**src/sv/dha_pkg.sv**
```systemverilog
`default_nettype none

package dha_pkg;

	// field widths of the request and response items
	localparam int REQ_W  = 2;
	localparam int LD_W   = 32;
	localparam int PID_W  = 16;
	localparam int NODE_W = 16;
	localparam int DESC_W = 11;
	localparam int ST_W   = 2;

	// default table depth
	localparam int DHA_DEPTH = 1024;

	// in-use bitmap word width and its bit index width
	localparam int WORD_W = 32;
	localparam int BIT_W  = 5;

	// request codes
	localparam logic [REQ_W-1:0] REQ_ALLOC = 2'd0;
	localparam logic [REQ_W-1:0] REQ_FREE  = 2'd1;
	localparam logic [REQ_W-1:0] REQ_GET   = 2'd2;

	// status codes
	localparam logic [ST_W-1:0] ST_OK        = 2'd0;
	localparam logic [ST_W-1:0] ST_FULL      = 2'd1;
	localparam logic [ST_W-1:0] ST_NOT_FOUND = 2'd2;

	// controller to datapath commands
	typedef struct packed {
		logic clear_step;
		logic latch_req;
		logic issue_rd;
		logic commit;
		logic load_fail;
	} dha_cmd_t;

	// datapath to controller status
	typedef struct packed {
		logic clear_last;
		logic needs_mem;
	} dha_sts_t;

endpackage

`default_nettype wire

```
**src/sv/dha_ctrl.sv**
```systemverilog
`default_nettype none

module dha_ctrl import dha_pkg::*; (
	input  wire logic     clk,
	input  wire logic     arst_n,
	input  wire logic     in_valid,
	output logic          in_ready,
	output logic          out_valid,
	input  wire logic     out_ready,
	output dha_cmd_t      cmd,
	input  wire dha_sts_t sts
);

	typedef enum logic [3:0] {
		S_CLEAR = 4'b0001,
		S_IDLE  = 4'b0010,
		S_EXEC  = 4'b0100,
		S_MEM   = 4'b1000
	} state_t;

	state_t state_q, state_d;
	logic   out_valid_q;
	logic   slot_free;

	// output register can take a new item
	assign slot_free = !out_valid_q || out_ready;

	// next state and commands
	always_comb begin
		state_d  = state_q;
		cmd      = '0;
		in_ready = 1'b0;
		unique case (state_q)
			S_CLEAR: begin
				cmd.clear_step = 1'b1;
				if (sts.clear_last) begin
					state_d = S_IDLE;
				end
			end
			S_IDLE: begin
				in_ready = 1'b1;
				if (in_valid) begin
					cmd.latch_req = 1'b1;
					state_d       = S_EXEC;
				end
			end
			S_EXEC: begin
				if (sts.needs_mem) begin
					cmd.issue_rd = 1'b1;
					state_d      = S_MEM;
				end else if (slot_free) begin
					cmd.load_fail = 1'b1;
					state_d       = S_IDLE;
				end
			end
			S_MEM: begin
				if (slot_free) begin
					cmd.commit = 1'b1;
					state_d    = S_IDLE;
				end
			end
			default: begin
				state_d = S_CLEAR;
			end
		endcase
	end

	// state register
	always_ff @(posedge clk or negedge arst_n) begin
		if (!arst_n) begin
			state_q <= S_CLEAR;
		end else begin
			state_q <= state_d;
		end
	end

	// output item valid
	always_ff @(posedge clk or negedge arst_n) begin
		if (!arst_n) begin
			out_valid_q <= 1'b0;
		end else if (cmd.commit || cmd.load_fail) begin
			out_valid_q <= 1'b1;
		end else if (out_ready) begin
			out_valid_q <= 1'b0;
		end
	end

	assign out_valid = out_valid_q;

	// accepted item always moves to execution
	a_accept_exec: assert property (@(posedge clk) disable iff (!arst_n)
		(in_valid && in_ready) |=> (state_q == S_EXEC))
		else $error("accepted item did not enter execution");

	// a produced result is presented next cycle
	a_result_shown: assert property (@(posedge clk) disable iff (!arst_n)
		(cmd.commit || cmd.load_fail) |=> out_valid_q)
		else $error("result not presented");

	// a blocked commit waits with the old result still shown
	a_commit_wait: assert property (@(posedge clk) disable iff (!arst_n)
		(state_q == S_MEM && !slot_free) |=> (state_q == S_MEM && out_valid_q))
		else $error("commit left while output blocked");

endmodule

`default_nettype wire

```
**config.mk**
```make
export PLATFORM = sky130hd
export DESIGN_NAME = dha_ctrl
export DESIGN_NICKNAME = d
export VERILOG_FILES = /design/src/sv/dha_pkg.sv /design/src/sv/dha_ctrl.sv
export SDC_FILE = /design/constraint.sdc
export NUM_CORES = 1
export LEC_CHECK = 0
export BUFFER_PORTS_ARGS = -buffer_cell sky130_fd_sc_hd__buf_2
export CAP_MARGIN = 15
export CORE_AREA = 2 2 39 41
export CTS_BUF_LIST = sky130_fd_sc_hd__clkbuf_8
export DETAILED_ROUTE_END_ITERATION = 10
export DIE_AREA = 0 0 41 43
export SYNTH_ARGS = -nofsm -noshare
export SYNTH_HDL_FRONTEND = slang
export SYNTH_SLANG_ARGS = --single-unit
```
**constraint.sdc**
```tcl
create_clock -name clk -period 1.3 [get_ports clk]
set_clock_uncertainty 0.05 [all_clocks]
set_input_delay 0.195 -clock clk [delete_from_list [all_inputs] [get_ports clk]]
set_output_delay 0.195 -clock clk [all_outputs]
set_load 0.005 [all_outputs]
```
==> reports/results.tsv <==
stage	metric	value	unit
outcome	status	finished with violations	
outcome	failing checks	negative setup slack	
worst_setup_path	FF-to-FF End	state_q[1]	
floorplanning	core area	1380	um2
final_layout	post-layout instance area	531	um2
worst_setup_path	Crit path required time	1.05	ns
logic_synthesis	top-area cell type share of the netlist area	32.0	%
pwr	P_leak	0.000273	uW
placed_design	Place WS	0.0156	ns
worst_setup_path	CP Launch Point	state_q[3]	
cts	Num CTS Buffers	3	
floorplanning	Initial Utilization	22.6	%
floorplanning	die area	1760	um2
floorplanning	Die Width	41	um
logic_synthesis	Post-Synthesis Cells	34	
route	DR vias/cell	4.67	
floorplanning	row cnt	14	
cts	clk slew on worst S/H paths	0.04	ns
timing	Worst-Margin Slew	0.362	ns
final_layout	Finished Core Util	38.3	%
logic_synthesis	Post-synth EDFFs	0	
worst_setup_path	CP Buf/Inv Count	1	
final_layout	layout cells sized above 1	57.1	%
cts	H-tree level count	1	
cts	clk sinks	5	
timing	Final setup viols	7	
worst_setup_path	worst-path fanout max	4	
logic_synthesis	Warnings, synthesis	0	
global_routing	largest net degree at the start of global routing	8	
min_path	HP Start	sts[1]	
route	DR WL/cell	11.6	um
worst_setup_path	setup slack, reg-to-reg	-0.03	ns
logic_synthesis	synthesized area per cell	9.20	um2
global_routing	GRT Util Overall	12.2	%
route	detailed-route via count	336	
timing	Max Fclk	0.675	GHz
worst_setup_path	CP endpoint	cmd[3]	
worst_setup_path	Critical Path End Type	primary output	
logic_synthesis	most frequent cells after synthesis	dfrtp_1, inv_1, nand2_1, nand3_1	
timing	fin. max-slew vios	0	
global_routing	vias in the first global route	285	
worst_setup_path	Worst Path Class, Setup	flip-flop to primary output	
global_routing	GRT overflow	0	
final_layout	Multi-input gate area	210	um2
pwr	maximum vdd ir drop	0.000759	V
placed_design	IO Port Bufs	12	
final_layout	diodes inserted	0	
final_layout	fin nets	63	
timing	RSZ-0062 raised after global routing	true	
worst_setup_path	crit path DAT	1.24	ns
timing	Final Hold Fails	0	
route	Final ANT Viol Nets	0	
placed_design	Placed Area	400	um2
route	DRC	0	
route	Routed WL	837	um
logic_synthesis	top post-synthesis cells by area	dfrtp_1, nor4b_2, dfstp_2	
run	max-cap violations	0	
floorplanning	top-level port count	13	
worst_setup_path	critical path depth	3	
logic_synthesis	share of synthesized flip-flops with an asynchronous set or reset	100	%
timing	clock period minus final worst setup slack	1.48	ns
cts	CTS tree	built	
worst_setup_path	worst r2r src	state_q[3]	
logic_synthesis	post-synth cell types	20	
worst_setup_path	reg2reg path depth	5	
worst_setup_path	CP top delay family	simple AND/OR/NAND/NOR gates	
logic_synthesis	Seq/Total Area, Yosys	40.4	%
cts	worst skew pair latency	0.23	ns
worst_setup_path	CP startpoint kind	flip-flop	
route	DRT iter0 DRCs	5	
global_routing	global-route wire length before repair	1.24	mm
cts	CTS root buf	clkbuf_8	
logic_synthesis	Post-Syn Area	313	um2
global_routing	initial antenna violation count	0	
timing	max_slew headroom	75.5	%
min_path	worst min path class	input port to flip-flop	
final_layout	sequential cell area	130	um2
logic_synthesis	ys flop type	dfrtp_1	
cts	CTS Buffer Depth	2	
floorplanning	Die Y	43	um
final_layout	filler instances	148	
worst_setup_path	Largest stage delay, worst path	0.43	ns
logic_synthesis	Yosys top cell by area	dfrtp_1	
timing	Final WS setup	-0.182	ns
pwr	power per standard cell area	1620	nW/um2
timing	Final period util	114	%
worst_setup_path	crit-path cells	nor4b_4 -> and2_4 -> buf_6	
placed_design	hpwl dp	572	um
logic_synthesis	#FFs+latches synth	5	
worst_setup_path	slowest CP cell	dfrtp_2	
logic_synthesis	cell with the most instances after synthesis	dfrtp_1	
final_layout	area grow syn2layout	69.6	%
placed_design	GPL Wtd Cong	0.799	
min_path	hold path depth	3	
route	drt pass-1 iters	4	
logic_synthesis	Syn Nets	40	
-- registers in the layout (all words and copies together) (netlist names) --
signal	flops
state_q	4
out_valid	1
-- cell families (layout without fill, tap and decap cells) --
family	Yosys count	after routing	share of synthesized area, %
AND/OR/NAND/NOR	20	20	41.2
flip-flops	5	5	40.4
buffers and inverters	3	25	3.60
AO/OA/AOI/OAI	6	6	14.8
-- worst reg2reg max path, stage by stage, from the launching register on --
cell and delay, ns:
dfrtp_2 0.43, buf_4 0.16, buf_4 0.14, o21ai_1 0.12, o311ai_1 0.14, a32oi_1 0.19
-- routing by layer --
layer | track usage, % | vias to the layer above | routed length (um)
li1 | - | 164 | -
met1 | 14.2 | 153 | 353
met2 | 12.8 | 14 | 383
met3 | 7.85 | 5 | 52
met4 | 14.0 | 0 | 48
met5 | 0 | - | 0
-- layout make-up --
cell class | instances | area share [%]
Inverter | 3 | 2.12
Timing Repair Buffer | 18 | 21.5
Clock inverter | 1 | 0.708
Tap cell | 16 | 3.77
Clock buffer | 3 | 7.78
Multi-Input combinational cell | 26 | 39.6
Sequential cell | 5 | 24.5
-- placed cells by master (no fill, tap or decap), drive strengths merged --
cell,instances
a32oi,1
and2b,1
nor3b,1
and3,1
dfrtp,4
buf,17
nand2b,1
dlygate4sd3,1
and2,2
o21bai,2
nand3,3
nor4b,2
o21ai,2
clkbuf,3
nor2,2
nor2b,2
o311ai,1
nor3,2
inv,4
dfstp,1
nand2,3
-- how the worst min path moves through the flow --
stage                 end  slack [ns]
6_report       state_q[1]        0.20
5_1_grt        state_q[1]        0.23
4_1_cts        state_q[1]        0.19
3_5_place_dp   state_q[1]       -0.04
3_3_place_gp    out_valid       -0.04
2_1_floorplan   out_valid       -0.15
-- power by group --
| part | internal, uW | switching (uW) | leakage (uW) |
|---|---|---|---|
| logic | 185 | 114 | 0.000186 |
| clock network | 203 | 80.8 | 0.0000269 |
| registers | 201 | 73.1 | 0.0000608 |
-- timing repair --
action                                  4_1_cts  5_1_grt
pin swaps                                     2        1
endpoints found under the hold margin         5        0
endpoints found under the setup margin        6        8
hold buffers                                  1        0
cloned                                        0        0
setup buffers                                 3        1
resized for setup                             6        5
-- metrics by stage --
stage / hold slack, ns / total power, uW / cells / setup TNS [ns]
after global placement: -0.0358 / 455 / 63 / -0.0102
after CTS: 0.185 / 815 / 71 / -0.858
after detailed placement: -0.0356 / 460 / 63 / 0
after floorplan: -0.151 / 387 / 34 / 0
final: 0.201 / 857 / 72 / -0.898
after global routing: 0.227 / 916 / 72 / -1.45
No activity file was read; power rests on OpenSTA's default activity.
